===== config.mk =====
export PLATFORM = sky130hd
export DESIGN_NAME = usb_std_device_request_handler_unit
export DESIGN_NICKNAME = d
export VERILOG_FILES = /design/src/design/usdrh_pkg.sv /design/src/design/usdrh_decode.sv /design/src/design/usb_std_device_request_handler_unit.sv
export SDC_FILE = /design/constraint.sdc
export NUM_CORES = 1
export LEC_CHECK = 0
export ABC_AREA = 0
export BUFFER_PORTS_ARGS = -buffer_cell sky130_fd_sc_hd__buf_2
export CORE_ASPECT_RATIO = 1.75
export CORE_MARGIN = 1
export CORE_UTILIZATION = 58
export CTS_CLUSTER_SIZE = 16
export DETAILED_ROUTE_END_ITERATION = 8
export PLACE_DENSITY = 0.95
export SLEW_MARGIN = 10
export SYNTH_ARGS = -nofsm -noshare
export SYNTH_HDL_FRONTEND = slang
export SYNTH_SLANG_ARGS = --single-unit

===== constraint.sdc =====
create_clock -name clock -period 5.3 [get_ports clock]
set_clock_uncertainty 0.1 [all_clocks]
set_input_delay 1.59 -clock clock [delete_from_list [all_inputs] [get_ports clock]]
set_output_delay 1.59 -clock clock [all_outputs]
set_load 0.005 [all_outputs]

===== src/design/usdrh_pkg.sv =====
`default_nettype none
// -----------------------------------------------------------------------------
// USB standard device request handler - shared types and constants
// Request, response and device context types, plus the request, recipient
// and descriptor codes used by the decoder and the top level.
// -----------------------------------------------------------------------------
package usdrh_pkg;

   typedef enum logic [2:0] {
      RSP_STALL = 3'd0,
      RSP_ACK   = 3'd1,
      RSP_DATA  = 3'd2,
      RSP_ITF   = 3'd3,
      RSP_EP    = 3'd4,
      RSP_FETCH = 3'd5,
      RSP_NONE  = 3'd6
   } rsp_code_type;

   typedef enum logic [1:0] {
      DEV_DEFAULT    = 2'd0,
      DEV_ADDRESSED  = 2'd1,
      DEV_CONFIGURED = 2'd2
   } dev_state_code_type;

   typedef enum logic [1:0] {
      CLS_NONE      = 2'd0,
      CLS_SET       = 2'd1,
      CLS_CLEAR     = 2'd2,
      CLS_CLEAR_SET = 2'd3
   } class_act_type;

   // Standard request codes
   localparam logic [7:0] REQ_GET_STATUS        = 8'd0;
   localparam logic [7:0] REQ_CLEAR_FEATURE     = 8'd1;
   localparam logic [7:0] REQ_SET_FEATURE       = 8'd3;
   localparam logic [7:0] REQ_SET_ADDRESS       = 8'd5;
   localparam logic [7:0] REQ_GET_DESCRIPTOR    = 8'd6;
   localparam logic [7:0] REQ_GET_CONFIGURATION = 8'd8;
   localparam logic [7:0] REQ_SET_CONFIGURATION = 8'd9;

   // Recipient field, bits 4:0 of the request type byte
   localparam logic [4:0] RCP_DEVICE    = 5'd0;
   localparam logic [4:0] RCP_INTERFACE = 5'd1;
   localparam logic [4:0] RCP_ENDPOINT  = 5'd2;

   localparam logic [15:0] FEATURE_REMOTE_WAKEUP = 16'd1;

   localparam logic [7:0] DESC_DEVICE       = 8'd1;
   localparam logic [7:0] DESC_CONFIGURATION = 8'd2;
   localparam logic [7:0] DESC_STRING       = 8'd3;
   localparam logic [7:0] DESC_STRING_MAX   = 8'd5;

   // Configuration register indexes
   localparam logic CSR_MAX_CONFIGURATIONS = 1'b0;
   localparam logic CSR_SELF_POWERED       = 1'b1;

   localparam logic [7:0] MAX_CONFIGURATIONS_RESET = 8'd1;

   typedef struct packed {
      logic        func;
      logic [7:0]  bm_request;
      logic [7:0]  b_request;
      logic [15:0] w_value;
      logic [15:0] w_index;
      logic [15:0] w_length;
   } req_item_type;

   typedef struct packed {
      rsp_code_type       response;
      logic [15:0]        reply_value;
      logic [15:0]        reply_length;
      class_act_type      class_action;
      logic [7:0]         class_config;
      logic [6:0]         device_address;
      dev_state_code_type device_state;
   } rsp_item_type;

   typedef struct packed {
      dev_state_code_type state;
      logic [6:0]         address;
      logic [7:0]         cfg;
      logic               wakeup;
   } dev_ctx_type;

endpackage
`default_nettype wire


===== src/design/usdrh_decode.sv =====
`default_nettype none
// -----------------------------------------------------------------------------
// USB standard device request handler - request decoder
// Decides the response to one item and the device context that follows it.
// -----------------------------------------------------------------------------
module usdrh_decode (
   input  usdrh_pkg::req_item_type req,
   input  usdrh_pkg::dev_ctx_type  ctx,
   input  logic [7:0]              max_configurations,
   input  logic                    self_powered,
   output usdrh_pkg::rsp_item_type rsp,
   output usdrh_pkg::dev_ctx_type  ctx_next
);

   always_comb begin
      logic       live;
      logic [7:0] idx;
      logic [7:0] desc_type;
      logic       desc_ok;

      live      = (ctx.state == usdrh_pkg::DEV_ADDRESSED) ||
                  (ctx.state == usdrh_pkg::DEV_CONFIGURED);
      idx       = req.w_value[7:0];
      desc_type = req.w_value[15:8];
      desc_ok   = (desc_type == usdrh_pkg::DESC_DEVICE) ||
                  (desc_type == usdrh_pkg::DESC_CONFIGURATION) ||
                  ((desc_type == usdrh_pkg::DESC_STRING) &&
                   (idx <= usdrh_pkg::DESC_STRING_MAX));

      ctx_next         = ctx;
      rsp.response     = usdrh_pkg::RSP_STALL;
      rsp.reply_value  = '0;
      rsp.reply_length = '0;
      rsp.class_action = usdrh_pkg::CLS_NONE;
      rsp.class_config = '0;

      if (req.func) begin
         // Disconnect keeps address, configuration and wakeup flag.
         ctx_next.state   = usdrh_pkg::DEV_DEFAULT;
         rsp.class_action = usdrh_pkg::CLS_CLEAR;
         rsp.class_config = ctx.cfg;
         rsp.response     = usdrh_pkg::RSP_NONE;
      end else begin
         case (req.bm_request[4:0])
            usdrh_pkg::RCP_DEVICE: begin
               case (req.b_request)
                  usdrh_pkg::REQ_GET_STATUS: begin
                     if (live) begin
                        rsp.reply_value  = {14'd0, ctx.wakeup, self_powered};
                        rsp.reply_length = 16'd2;
                        rsp.response     = usdrh_pkg::RSP_DATA;
                     end
                  end
                  usdrh_pkg::REQ_CLEAR_FEATURE: begin
                     if (live) begin
                        if (req.w_value == usdrh_pkg::FEATURE_REMOTE_WAKEUP) begin
                           ctx_next.wakeup = 1'b0;
                           rsp.response    = usdrh_pkg::RSP_ACK;
                        end else begin
                           rsp.response = usdrh_pkg::RSP_NONE;
                        end
                     end
                  end
                  usdrh_pkg::REQ_SET_FEATURE: begin
                     if (req.w_value == usdrh_pkg::FEATURE_REMOTE_WAKEUP) begin
                        ctx_next.wakeup = 1'b1;
                        rsp.response    = usdrh_pkg::RSP_ACK;
                     end else begin
                        rsp.response = usdrh_pkg::RSP_NONE;
                     end
                  end
                  usdrh_pkg::REQ_SET_ADDRESS: begin
                     if ((req.w_index == 16'd0) && (req.w_length == 16'd0) &&
                         (ctx.state != usdrh_pkg::DEV_CONFIGURED)) begin
                        ctx_next.address = req.w_value[6:0];
                        ctx_next.state   = (req.w_value[6:0] != 7'd0) ?
                                           usdrh_pkg::DEV_ADDRESSED :
                                           usdrh_pkg::DEV_DEFAULT;
                        rsp.response     = usdrh_pkg::RSP_ACK;
                     end
                  end
                  usdrh_pkg::REQ_GET_DESCRIPTOR: begin
                     if (desc_ok) begin
                        if (req.w_length == 16'd0) begin
                           rsp.response = usdrh_pkg::RSP_NONE;
                        end else begin
                           rsp.reply_value  = req.w_value;
                           rsp.reply_length = req.w_length;
                           rsp.response     = usdrh_pkg::RSP_FETCH;
                        end
                     end
                  end
                  usdrh_pkg::REQ_GET_CONFIGURATION: begin
                     if ((req.w_length == 16'd1) && live) begin
                        rsp.reply_value  = {8'd0,
                           (ctx.state == usdrh_pkg::DEV_CONFIGURED) ? ctx.cfg : 8'd0};
                        rsp.reply_length = 16'd1;
                        rsp.response     = usdrh_pkg::RSP_DATA;
                     end
                  end
                  usdrh_pkg::REQ_SET_CONFIGURATION: begin
                     if (idx <= max_configurations) begin
                        if (ctx.state == usdrh_pkg::DEV_ADDRESSED) begin
                           if (idx != 8'd0) begin
                              ctx_next.cfg     = idx;
                              ctx_next.state   = usdrh_pkg::DEV_CONFIGURED;
                              rsp.class_action = usdrh_pkg::CLS_SET;
                              rsp.class_config = idx;
                           end
                           rsp.response = usdrh_pkg::RSP_ACK;
                        end else if (ctx.state == usdrh_pkg::DEV_CONFIGURED) begin
                           if (idx == 8'd0) begin
                              rsp.class_action = usdrh_pkg::CLS_CLEAR;
                              rsp.class_config = ctx.cfg;
                              ctx_next.cfg     = 8'd0;
                              ctx_next.state   = usdrh_pkg::DEV_ADDRESSED;
                           end else if (idx != ctx.cfg) begin
                              rsp.class_action = usdrh_pkg::CLS_CLEAR_SET;
                              rsp.class_config = idx;
                              ctx_next.cfg     = idx;
                           end
                           rsp.response = usdrh_pkg::RSP_ACK;
                        end
                     end
                  end
                  default: begin
                     rsp.response = usdrh_pkg::RSP_STALL;
                  end
               endcase
            end
            usdrh_pkg::RCP_INTERFACE: begin
               rsp.response = usdrh_pkg::RSP_ITF;
            end
            usdrh_pkg::RCP_ENDPOINT: begin
               rsp.response = usdrh_pkg::RSP_EP;
            end
            default: begin
               rsp.response = usdrh_pkg::RSP_STALL;
            end
         endcase
      end

      rsp.device_address = ctx_next.address;
      rsp.device_state   = ctx_next.state;
   end

endmodule
`default_nettype wire


===== src/design/usb_std_device_request_handler_unit.sv =====
`default_nettype none
// A result is offered on the rsp side once its item has moved from the input register into the result register.
// One item per cycle unless the result side stalls; the decode sits between the input and result registers.
// The device context is updated as each item moves into the result register, so the
// next item always sees the state left by the one before it.
// Reset (synchronous, active high): default state, address 0, configuration 0,
// wakeup disabled, max_configurations 1, self_powered 0, both stages empty.
// -----------------------------------------------------------------------------
// USB standard device request handler - top level
// Input register, request decoder, result register and the device context.
// -----------------------------------------------------------------------------
module usb_std_device_request_handler_unit (
   input  wire logic        clock,
   input  wire logic        reset,
   input  wire logic        req_tvalid,
   output logic             req_tready,
   // bm_request [7:0], b_request [15:8], w_value [31:16], w_index [47:32],
   // w_length [63:48]
   input  wire logic [63:0] req_tdata,
   // func [0]
   input  wire logic        req_tuser,
   output logic             rsp_tvalid,
   input  wire logic        rsp_tready,
   // reply_value [15:0], reply_length [31:16], class_action [33:32],
   // class_config [41:34], device_address [48:42], device_state [50:49], zeros above
   output logic [55:0]      rsp_tdata,
   // response [2:0]
   output logic [2:0]       rsp_tuser,
   input  wire logic        csr_we,
   input  wire logic        csr_index,
   input  wire logic [7:0]  csr_wdata
);

   logic                   in_vld_ff;
   logic                   in_vld_in;
   usdrh_pkg::req_item_type in_item_ff;
   logic                   out_vld_ff;
   logic                   out_vld_in;
   usdrh_pkg::rsp_item_type out_item_ff;
   usdrh_pkg::rsp_item_type dec_rsp;
   usdrh_pkg::dev_ctx_type  ctx_ff;
   usdrh_pkg::dev_ctx_type  ctx_in;
   usdrh_pkg::dev_ctx_type  ctx_next;
   logic [7:0]             max_cfg_ff;
   logic                   self_pwr_ff;
   logic                   adv;

   // The input stage moves on when the result register is empty or being emptied.
   assign adv        = in_vld_ff && (!out_vld_ff || rsp_tready);
   assign req_tready = !in_vld_ff || adv;
   assign in_vld_in  = req_tready ? req_tvalid : in_vld_ff;
   assign out_vld_in = adv ? 1'b1 : (out_vld_ff && !rsp_tready);
   assign ctx_in     = adv ? ctx_next : ctx_ff;

   usdrh_decode u_decode (
      .req                (in_item_ff),
      .ctx                (ctx_ff),
      .max_configurations (max_cfg_ff),
      .self_powered       (self_pwr_ff),
      .rsp                (dec_rsp),
      .ctx_next           (ctx_next)
   );

   always_ff @(posedge clock) begin
      if (reset) begin
         in_vld_ff      <= 1'b0;
         out_vld_ff     <= 1'b0;
         ctx_ff.state   <= usdrh_pkg::DEV_DEFAULT;
         ctx_ff.address <= 7'd0;
         ctx_ff.cfg     <= 8'd0;
         ctx_ff.wakeup  <= 1'b0;
         max_cfg_ff     <= usdrh_pkg::MAX_CONFIGURATIONS_RESET;
         self_pwr_ff    <= 1'b0;
      end else begin
         in_vld_ff  <= in_vld_in;
         out_vld_ff <= out_vld_in;
         ctx_ff     <= ctx_in;
         if (csr_we) begin
            case (csr_index)
               usdrh_pkg::CSR_MAX_CONFIGURATIONS: max_cfg_ff  <= csr_wdata;
               usdrh_pkg::CSR_SELF_POWERED:       self_pwr_ff <= csr_wdata[0];
               default: begin
               end
            endcase
         end
      end
   end

   // Payload registers carry no reset.
   always_ff @(posedge clock) begin
      if (req_tvalid && req_tready) begin
         in_item_ff.func       <= req_tuser;
         in_item_ff.bm_request <= req_tdata[7:0];
         in_item_ff.b_request  <= req_tdata[15:8];
         in_item_ff.w_value    <= req_tdata[31:16];
         in_item_ff.w_index    <= req_tdata[47:32];
         in_item_ff.w_length   <= req_tdata[63:48];
      end
      if (adv) begin
         out_item_ff <= dec_rsp;
      end
   end

   assign rsp_tvalid = out_vld_ff;
   assign rsp_tuser  = out_item_ff.response;
   assign rsp_tdata  = {5'd0,
                        out_item_ff.device_state,
                        out_item_ff.device_address,
                        out_item_ff.class_config,
                        out_item_ff.class_action,
                        out_item_ff.reply_length,
                        out_item_ff.reply_value};

`ifndef NO_ASSERTIONS
   // A configured device always holds a nonzero configuration index.
   a_cfg_nonzero: assert property (@(posedge clock) disable iff (reset)
      (ctx_ff.state == usdrh_pkg::DEV_CONFIGURED) |-> (ctx_ff.cfg != 8'd0))
      else $error("configured state with configuration index zero");

   // Leaving the default state is only possible through a nonzero address.
   a_addr_nonzero: assert property (@(posedge clock) disable iff (reset)
      (ctx_ff.state != usdrh_pkg::DEV_DEFAULT) |-> (ctx_ff.address != 7'd0))
      else $error("device out of default state with address zero");

   // The device context changes only when an item is passed to the result register.
   a_ctx_hold: assert property (@(posedge clock) disable iff (reset)
      !adv |=> $stable(ctx_ff))
      else $error("device context changed without an item");

   // A class set request is only issued with an acknowledged request.
   a_set_ack: assert property (@(posedge clock) disable iff (reset)
      (out_vld_ff && (out_item_ff.class_action == usdrh_pkg::CLS_SET)) |->
      (out_item_ff.response == usdrh_pkg::RSP_ACK))
      else $error("class set without status acknowledge");
`endif

endmodule
`default_nettype wire


After elaboration in Yosys (flattened, before gate mapping)
Index checks and enable logic that the tools add are counted.
Widths: inputs -> output; s select.
- bitwise logic cells: 5
- divide/modulo/power cells: 0
- equality and inequality tests: 21
- order comparisons: 2
- shift operators: 0
- multipliers: 0
- reduce and logical (&&, ||, !) cells: 31
- $add $sub $neg: 0
- mux-type cells: 48
- operator list (kind ; count):
    $pmux 32 s3 ; 1
    $mux 8 ; 9
    $mux 10 ; 7
    $mux 34 ; 2
    $mux 35 ; 1
    $eq 16x1->1 const B ; 2
    $logic_not 16->1 ; 2
    $mux 32 ; 1
    $eq 8x2->1 const B ; 3
    $pmux 3 s7 ; 1
    $mux 18 ; 1
    $mux 9 ; 2
    $eq 8x1->1 const B ; 2
    $eq 8x3->1 const B ; 2
    $eq 8x4->1 const B ; 2
    $logic_not 8->1 ; 2
    $mux 16 ; 1
    $mux 2 ; 7
    $mux 3 ; 4
    $pmux 3 s3 ; 1
    $le 8x3->1 const B ; 1
    $le 8x8->1 ; 1
    $ne 8x8->1 ; 1
    $reduce_and 8->1 ; 1
    23 further kinds ; 50
- register bits after elaboration: 145
- word-level logic and storage cells: 129
- memories: 0
- memory bits (read-only): 0
- bits in latches: 0
- bits in writable memories: 0
- input bits: 79
- output and inout bits: 61

Depth between registers and ports, before layout
Gate-level depths: netlist of the first run.
- depth after elaboration: 9
- depth in mapped cells: 10
- mapped depth without buffers: 8

Cells and area by module
From an unflattened synthesis of the first run, not the netlist that was laid out.
- cells, all modules: 514
- area, all modules: 6578.8 um^2
- by module, submodules not included (module ; area an instance (um^2) ; instances ; cells an instance):
    usb_std_device_request_handler_unit ; 4843.4 ; 1 ; 255
    usdrh_decode ; 1735.4 ; 1 ; 259

Worst setup path before layout of the first run
No wires, ideal clock.
- kind: input-to-reg
- start: input rsp_tready
- end: register in_item_ff[0] in the netlist's numbering, enable pin
- path buffers: 0
- required time: 4.774 ns
- library setup time: 0.426 ns
- stages: 3
- data arrival time: 3.214 ns
- setup slack: 1.560 ns
- path through: nor2b_1 > nand2_1 > and2_1
- longest elaborated chain between the ends: 4
- RTL lines (what ; line ; RTL):
    start, declared ; usb_std_device_request_handler_unit.sv:23 ; input wire logic rsp_tready,
    $logic_or 1x1->1 ; usb_std_device_request_handler_unit.sv:49 ; assign adv = in_vld_ff && (!out_vld_ff || rsp_tready);
    $logic_and 1x1->1 ; usb_std_device_request_handler_unit.sv:49 ;
    $logic_or 1x1->1 ; usb_std_device_request_handler_unit.sv:50 ; assign req_tready = !in_vld_ff || adv;
    named net req_tready ; usb_std_device_request_handler_unit.sv:16 ; output logic req_tready,
    $logic_and 1x1->1 ; usb_std_device_request_handler_unit.sv:91 ; if (req_tvalid && req_tready) begin
    end, declared ; usb_std_device_request_handler_unit.sv:36 ; usdrh_pkg::req_item_type in_item_ff;
The timed path passes the listed nets, and every way through them passes these cells.
A chain may end at the register's enable or synchronous reset.

Final worst setup path of the first run
- start: input rsp_tready
- end: output req_tready
- longest elaborated chain between the ends: 3
- RTL lines (what ; line):
    $logic_or 1x1->1 ; usb_std_device_request_handler_unit.sv:49
    $logic_and 1x1->1 ; usb_std_device_request_handler_unit.sv:49
    $logic_or 1x1->1 ; usb_std_device_request_handler_unit.sv:50
    end, declared ; usb_std_device_request_handler_unit.sv:16
Every way passes these cells.

==> results of run 1 <==
[layout make-up]
type,count,area share
flip-flops and latches,145,0.536
multi-input cells,317,0.268
repair buffers,133,0.0885
clock buffers,18,0.0566
clock inverters,14,0.0224
well taps,127,0.0210
inverters,15,0.00743
[sequential cells by signal (all words and copies together) (netlist names)]
name,flops
rsp_tdata,51
rsp_tuser,3
rsp_tvalid,1
self_pwr_ff,1
in_vld_ff,1
max_cfg_ff,8
ctx_ff,18
in_item_ff,62
[stage by stage]
| step | hold slack [ns] | utilization |
|---|---|---|
| after floorplan | 0.332 | - |
| after global placement | 0.337 | 0.674 |
| after detailed placement | 0.351 | 0.674 |
| after CTS | 0.358 | 0.732 |
| after global routing | 0.380 | 0.732 |
| final | 0.359 | 0.732 |
[metal layers]
layer,wire length (um),share of wire,global-route usage
met5,0,0,0
met4,812,0.059,0.204
met3,814,0.059,0.0539
met2,7470,0.55,0.462
met1,4590,0.34,0.257
[power breakdown]
part	internal [W]	switching [W]	total, W
registers	0.00128	0.0000358	0.00132
clock network	0.000710	0.000482	0.00119
logic	0.0000557	0.0000730	0.000129
total	0.00205	0.000591	0.00264
[how the worst max path moves through the flow]
| stage | endpoint | slack (ns) | cells past startpoint |
|---|---|---|---|
| 3_3_place_gp | req_tready | 1.53 | 4 |
| 3_5_place_dp | req_tready | 1.51 | 4 |
| 5_1_grt | req_tready | 1.43 | 4 |
| 6_report | req_tready | 1.50 | 4 |
| 4_1_cts | req_tready | 1.50 | 4 |
| 2_1_floorplan | in_item_ff[0] | 1.56 | 3 |
[kinds of logic after synthesis]
| logic type | count (synthesis) |
|---|---|
| muxes | 15 |
| DFF | 145 |
| adders and majority gates | 10 |
| and+or+nand+nor | 195 |
| xor gates and xnor gates | 9 |
| buffers and inverters | 39 |
| other | 1 |
| AOI/OAI and AO/OA | 77 |
[cell usage in the layout, fill, tap and decap left out, types with 14 or more instances in the layout]
| cell type | instances |
|---|---|
| inv_1 | 14 |
| edfxtp_1 | 116 |
| nand3_1 | 14 |
| nand2_1 | 48 |
| buf_2 | 131 |
| nand2b_1 | 24 |
| clkbuf_16 | 17 |
| a21oi_1 | 33 |
| and2_1 | 15 |
| dfxtp_1 | 29 |
| nor2_1 | 28 |
[critical path, cell delays in order]
cell	delay (ns)
buf_2	0.10
nor2b_1	0.20
nand2_1	0.10
buf_2	0.13
==> impl_metrics.yaml, run 1 <==
hold_path:
  min-delay-path-class: "register to register"
  min_to: "ctx_ff[9]"
  hold_path_depth: 2
  hold_start: "ctx_ff[9]"
sta:
  post-route-period-util: 0.718
  finalMaxSlewViolations: 0
  worstMarginPinSlew_ns: 1.15
  rsz0062_at_grt: "false"
  maxSlewHeadroom: 0.234
  finalHoldViolCount: 0
  fin_tns_setup_ns: 0
  finalSetupViolCount: 0
  fmax_ghz: 0.263
  setup_ws_ns: 1.50
  finalCriticalPeriod_ns: 3.80
pwr:
  power_density_nw_per_um2: 348
  finalPower_w: 0.00264
  p_leak_nw: 2.81
  vdd_drop_max_mv: 0.257
yosys:
  synth_edf_count: 116
  yosys_register_bits: 145
  synth_most_common_cell: "edfxtp_1"
  ys_types: 55
  synth.avg_cell_area_um2: 12.7
  synth_cells: 491
  synth_top_flop_cell: "edfxtp_1"
  synthMuxAreaShare: 0.0289
  synth_top_family_by_area: "simple AND/OR/NAND/NOR gates"
  synthArstFlopShare: 0
  yosys.area_share.adder: 0.0201
  synthTopCellsByCount: "edfxtp_1, nand2_1, a21oi_1"
  synth_simple_gate_area_frac: 0.173
  syn_area_um2: 6230
  ys_seq_area_frac: 0.652
  synth-compound-area-share: 0.0844
  ys_warn_count: 0
  synth-xor-area-share: 0.0127
  synth_top_area_frac: 0.559
  yosys.area.top_type: "edfxtp_1"
  ys_top_cells_by_area: "edfxtp_1, dfxtp_1, nand2_1"
setup_path:
  path_class: "primary input to output port"
  crit_arrival_ns: 2.11
  reg2reg_depth: 7
  crit_start: "rsp_tready"
  worstPathRequired_ns: 3.61
  rrSetupSlack_ns: 2.24
  cp-start-kind: "primary input"
  cp-end-kind: "output port"
  r2r-start: "in_item_ff[39]"
  worst-path-max-fanout: 4
  reg2reg_to: "rsp_tdata[35]"
final_layout:
  multiInputGateArea_um2: 2030
  fin_area_um2: 7580
  fin_cells: 769
  final-seq-area_um2: 4060
  final_nets: 718
  area_growth_pct: 21.7
  drive_gt1_frac: 0.290
  n_antenna_cell: 0
  fillCellCount: 661
detailed_routing:
  final_antenna_net_count: 0
  num_vias: 4545
  drt-vias-per-instance: 5.91
  firstDrtPassIters: 6
  postRouteWirelength_um: 13700
  first_iter_violations: 340
  drc: 0
  wl_per_cell_um: 17.8
global_route:
  grt_first_pass_wirelength_um: 21400
  grt_usage: 0.262
  grt_max_degree: 58
  grt_pass1_vias: 4527
  antenna_found_initial: 0
  overflow: 0
clock_tree:
  numCtsBuffers: 17
  cts_tree: "done"
  cts_resized: 0
  cts.sinks: 145
  hold_buffers: 0
  cts-root-buf: "clkbuf_16"
  clkTransAtPathRegs_ns: 0.06
  worst_skew_pair.late_latency_ns: 0.42
  clk_path_buf_depth: 2
  h-tree-depth: 4
  cts_setup_buffers: 0
floorplan:
  die_h_um: 139
  io_pins: 140
  core_area_um2: 10400
  die_area_um2: 11200
  fp.dieW_um: 80.3
  start_util: 0.601
  num_rows: 49
place:
  io_buffers: 131
  pre_cts_slack_ns: 1.51
  dp.cells: 737
  routabilityCongestion: 0.905
  place_hpwl_um: 9730
  placedInstanceArea_um2: 6980
run:
  drv_cap: 0
run_status:
  status: "complete, no violations"
Power figures use the tool's default switching activity.
==> inputs of run 2 (changes only) <==
- CORE_UTILIZATION: 58 -> 49
- PLACE_DENSITY: 0.95 -> 0.87
- clock period: 5.3 -> 3.2 ns (I/O delays scaled with it)
==> run 2 against run 1 <==
Compared with the run above: via count shrank 2.9%; clock power grew 55%; critical path depth grew 1; register-to-register slack lost 2.0 ns; global-route usage shrank 4.6 points; critical path type is now register to register; largest power group unchanged.
==> impl_metrics.yaml, run 2 (synthesized netlist as in run 1, its figures left out) <==
run_status:
  status: "complete, no violations"
sta:
  finalCriticalPeriod_ns: 2.91
  worstMarginPinSlew_ns: 0.747
  setup_ws_ns: 0.288
  finalHoldViolCount: 0
  post-route-period-util: 0.910
  maxSlewHeadroom: 0.489
  fmax_ghz: 0.343
  fin_tns_setup_ns: 0
  finalSetupViolCount: 0
  fin_hold_ws_ns: 0.361
  finalMaxSlewViolations: 0
  rsz0062_at_grt: "false"
final_layout:
  utilization: 0.620
  final_common_cell: "buf_2"
  final_nets: 731
  drive_gt1_frac: 0.301
  regMostFlops: "in_item_ff"
  fin_cells: 823
  layout_common_cells: "buf_2, edfxtp_1, nand2_1"
  n_antenna_cell: 0
  largest_reg_flops: 62
  area_growth_pct: 23.8
setup_path:
  cp-start-kind: "register"
  crit_chain: "or4_4, nand2b_4, or4_4, or3_1, mux2_4"
  cp_common_cell: "or4_4"
  path_class: "register to register"
  r2r-start: "in_item_ff[11]"
  rrSetupSlack_ns: 0.29
  crit_start: "in_item_ff[11]"
  worstPathRequired_ns: 3.27
  crit_path_top_delay_cell: "or4_4"
  cp-end-kind: "register"
  max_stage_delay_ns: 0.56
  crit_arrival_ns: 2.98
  worst-path-max-fanout: 8
detailed_routing:
  drc: 0
  first_iter_violations: 254
  firstDrtPassIters: 5
  final_antenna_net_count: 0
  num_vias: 4414
  postRouteWirelength_um: 13500
  drt-vias-per-instance: 5.36
  wl_per_cell_um: 16.4
floorplan:
  die_area_um2: 13200
  fp.dieW_um: 87.2
  core_area_um2: 12400
  die_h_um: 151
  num_rows: 54
  start_util: 0.501
  io_pins: 140
clock_tree:
  cts.sinks: 145
  cts_setup_buffers: 0
  h-tree-depth: 4
  cts_tree: "done"
  cts-root-buf: "clkbuf_16"
  numCtsBuffers: 17
  worst_skew_pair.late_latency_ns: 0.41
  cts_resized: 0
  clkTransAtPathRegs_ns: 0.06
  clk_path_buf_depth: 2
  hold_buffers: 0
pwr:
  vdd_drop_max_mv: 0.412
  p_seq_frac: 0.511
  p_int_w: 0.00331
  comb_power_share: 0.055
  switchingPower_w: 0.000946
  p_leak_nw: 2.86
  power_density_nw_per_um2: 552
  clkPwrFrac: 0.434
  swShare: 0.222
run:
  drv_cap: 0
global_route:
  grt_pass1_vias: 4350
  grt_max_degree: 63
  grt_first_pass_wirelength_um: 20900
  grt_usage: 0.216
  antenna_found_initial: 0
  overflow: 0
place:
  routabilityCongestion: 0.922
  place_hpwl_um: 10100
  io_buffers: 131
  dp.cells: 791
  pre_cts_slack_ns: 0.287
hold_path:
  hold_start: "ctx_ff[9]"
  min-delay-path-class: "register to register"
==> run 2: cell types whose count changed in the layout (fill, tap and decap cells not counted), sizes merged <==
| cell | delta |
|---|---|
| bufinv | -1 |
| inv | -2 |
| clkbuf | +1 |
| buf | +13 |
| clkinv | +1 |
| clkinvlp | +1 |
==> run 2: worst paths after layout <==
check | endpoint | cells after the start
worst max register to register | rsp_tdata[43] | 5
worst min-delay path | ctx_ff[9] | 2
worst max-delay path | rsp_tdata[43] | 5
worst min register to register | ctx_ff[9] | 2
==> run 2: worst max-delay path, delay by kind of cell (launching register included) <==
kind             cells  cell delay [ns]
AND/OR/NAND/NOR      4             1.82
flip-flops           1             0.38
multiplexers         1             0.37
==> run 2: power by group through the flow <==
stage | combinational (W) | clock [W] | sequential (W)
floorplan | 0.000116 | 0 | 0.00220
global placement | 0.000220 | 0 | 0.00221
detailed placement | 0.000232 | 0 | 0.00221
CTS | 0.000234 | 0.00187 | 0.00217
global route | 0.000256 | 0.00196 | 0.00218
finish | 0.000233 | 0.00185 | 0.00217
==> run 2: area by class of cell <==
cell class / instances / area, um2
multi-input combinational: 317 / 2030
fill: 988 / 4720
clock buffer: 19 / 433
timing repair buffer: 146 / 793
tap: 168 / 210
sequential: 145 / 4060
inverter: 15 / 56.3
clock inverter: 13 / 125
==> run 2: routing by layer <==
layer,up-vias,GRT usage,wire (um)
li1,2122,-,-
met1,2098,0.213,4800
met2,153,0.399,7420
met3,41,0.0447,549
met4,0,0.139,679
met5,-,0,0
==> run 2: through the flow <==
step / cell area, um2 / total power (W)
floorplan: 6270 / 0.00232
global placement: 7150 / 0.00243
detailed placement: 7150 / 0.00245
CTS: 7710 / 0.00428
global route: 7710 / 0.00440
finish: 7710 / 0.00426
==> inputs of run 3 (changes only) <==
--- a/config.mk
+++ b/config.mk
@@ -8,5 +8,5 @@
 export ABC_AREA = 0
 export BUFFER_PORTS_ARGS = -buffer_cell sky130_fd_sc_hd__buf_2
-export CORE_ASPECT_RATIO = 1.75
+export CORE_ASPECT_RATIO = 0.5
 export CORE_MARGIN = 1
 export CORE_UTILIZATION = 49
==> constraint.sdc (replaced) <==
create_clock -name clock -period 3.2 [get_ports clock]
set_clock_uncertainty 0.1 [all_clocks]
set_input_delay 0.16 -clock clock [delete_from_list [all_inputs] [get_ports clock]]
set_output_delay 0.16 -clock clock [all_outputs]
set_load 0.005 [all_outputs]
==> run 3 against run 2 <==
Compared with the run above: register-to-register slack hardly changed; maximum frequency about the same; final cell count increased by 9.0%; critical path depth stayed put; sequential cell count is the same; sequential share of layout area is 5.1 points lower; sequential power about the same; power up 9.4%; clock-buffer cell count is the same; via count grew 10%; clock power increased by 17%; hold slack got worse by 0.21 ns; highest routed layer unchanged.
==> impl_metrics.yaml, run 3 (synthesized netlist as in run 1, its figures left out) <==
sta:
  maxSlewHeadroom: 0.297
  finalMaxSlewViolations: 0
  fmax_ghz: 0.343
  setup_ws_ns: 0.286
  fin_tns_setup_ns: 0
  finalCriticalPeriod_ns: 2.91
  rsz0062_at_grt: "false"
  worstMarginPinSlew_ns: 1.05
  finalHoldViolCount: 0
  finalSetupViolCount: 0
  post-route-period-util: 0.910
final_layout:
  layout_common_cells: "buf_2, edfxtp_1, dlygate4sd3_1"
  area_growth_pct: 37.0
  n_antenna_cell: 0
  final_common_cell: "buf_2"
  final_nets: 808
  regMostFlops: "in_item_ff"
  largest_reg_flops: 62
  fin_cells: 897
  fillCellCount: 809
  drive_gt1_frac: 0.273
floorplan:
  start_util: 0.515
  io_pins: 140
  die_area_um2: 13200
  die_h_um: 81.7
  core_area_um2: 12100
  fp.dieW_um: 161
  num_rows: 28
place:
  place_hpwl_um: 9890
  dp.cells: 790
  io_buffers: 131
  routabilityCongestion: 0.917
  pre_cts_slack_ns: 0.310
run:
  drv_cap: 0
detailed_routing:
  num_vias: 4861
  drt-vias-per-instance: 5.42
  postRouteWirelength_um: 16000
  wl_per_cell_um: 17.8
  firstDrtPassIters: 5
  drc: 0
  final_antenna_net_count: 0
  first_iter_violations: 412
clock_tree:
  clkTransAtPathRegs_ns: 0.06
  clk_path_buf_depth: 2
  cts_tree: "done"
  numCtsBuffers: 17
  h-tree-depth: 4
  cts_resized: 0
  cts.sinks: 145
  worst_skew_pair.late_latency_ns: 0.42
  cts-root-buf: "clkbuf_16"
pwr:
  p_leak_nw: 3.22
  finalPower_w: 0.00465
  vdd_drop_max_mv: 0.343
  power_density_nw_per_um2: 545
setup_path:
  worst-path-max-fanout: 8
  cp-start-kind: "register"
  crit_arrival_ns: 2.98
  path_class: "register to register"
  worstPathRequired_ns: 3.27
  cp-end-kind: "register"
global_route:
  grt_pass1_vias: 4853
  antenna_found_initial: 0
  grt_usage: 0.252
  grt_max_degree: 49
  grt_first_pass_wirelength_um: 24500
  overflow: 0
run_status:
  status: "complete, no violations"
hold_path:
  min-delay-path-class: "primary input to register"
run 3: cell count changes in the layout (fill, tap and decap cells not counted), sizes merged:
cell / before / now
clkinvlp: 3 / 2
inv: 20 / 16
buf: 146 / 148
bufinv: 1 / 5
clkinv: 4 / 5
dlygate4sd3: 0 / 75
run 3: final timing paths:
path,depth (start not counted),slack (ns),startpoint,to
setup / recovery,5,0.29,in_item_ff[11],rsp_tdata[44]
setup reg to reg,5,0.29,in_item_ff[11],rsp_tdata[44]
hold reg to reg,2,0.35,ctx_ff[10],ctx_ff[10]
hold / removal,2,0.15,reset,in_vld_ff
run 3: layer usage:
metal | track usage | wire length [um]
met1 | 0.299 | 6250
met2 | 0.438 | 7950
met4 | 0.124 | 415
met5 | 0 | 0
met3 | 0.0646 | 1360
run 3: final cells by class:
cell class                      instances  area, um2  area share
Clock inverter                         13        210      0.0246
Multi-Input combinational cell        317       2030       0.238
Timing Repair Buffer                  223       1530       0.180
Sequential cell                       145       4060       0.476
Inverter                               15       56.3     0.00660
Clock buffer                           19        433      0.0507
Tap cell                              165        206      0.0242
run 3: stage by stage:
step                 util  area, um2  hold WS, ns
CTS                 0.706       8530        0.142
finish              0.706       8530        0.153
detailed placement  0.591       7140        0.238
global placement    0.591       7140        0.237
floorplan               -       6270        0.159
global route        0.706       8530        0.165
run 3: report_power, final:
group	internal, W	switching, W
clock network	0.00139	0.000778
registers	0.00213	0.0000447
logic	0.000160	0.000158
run 3: what timing repair did:
| action | CTS | global route |
|---|---|---|
| endpoints found under the hold margin | 73 | 0 |
| hold buffers | 75 | 0 |
| setup buffers | 0 | 0 |
run 3: critical path, stage by stage, from the launching register on:
cell      delay, ns
edfxtp_1       0.38
or4_4          0.54
nand2b_4       0.17
or4_4          0.57
or3_1          0.53
mux2_4         0.37
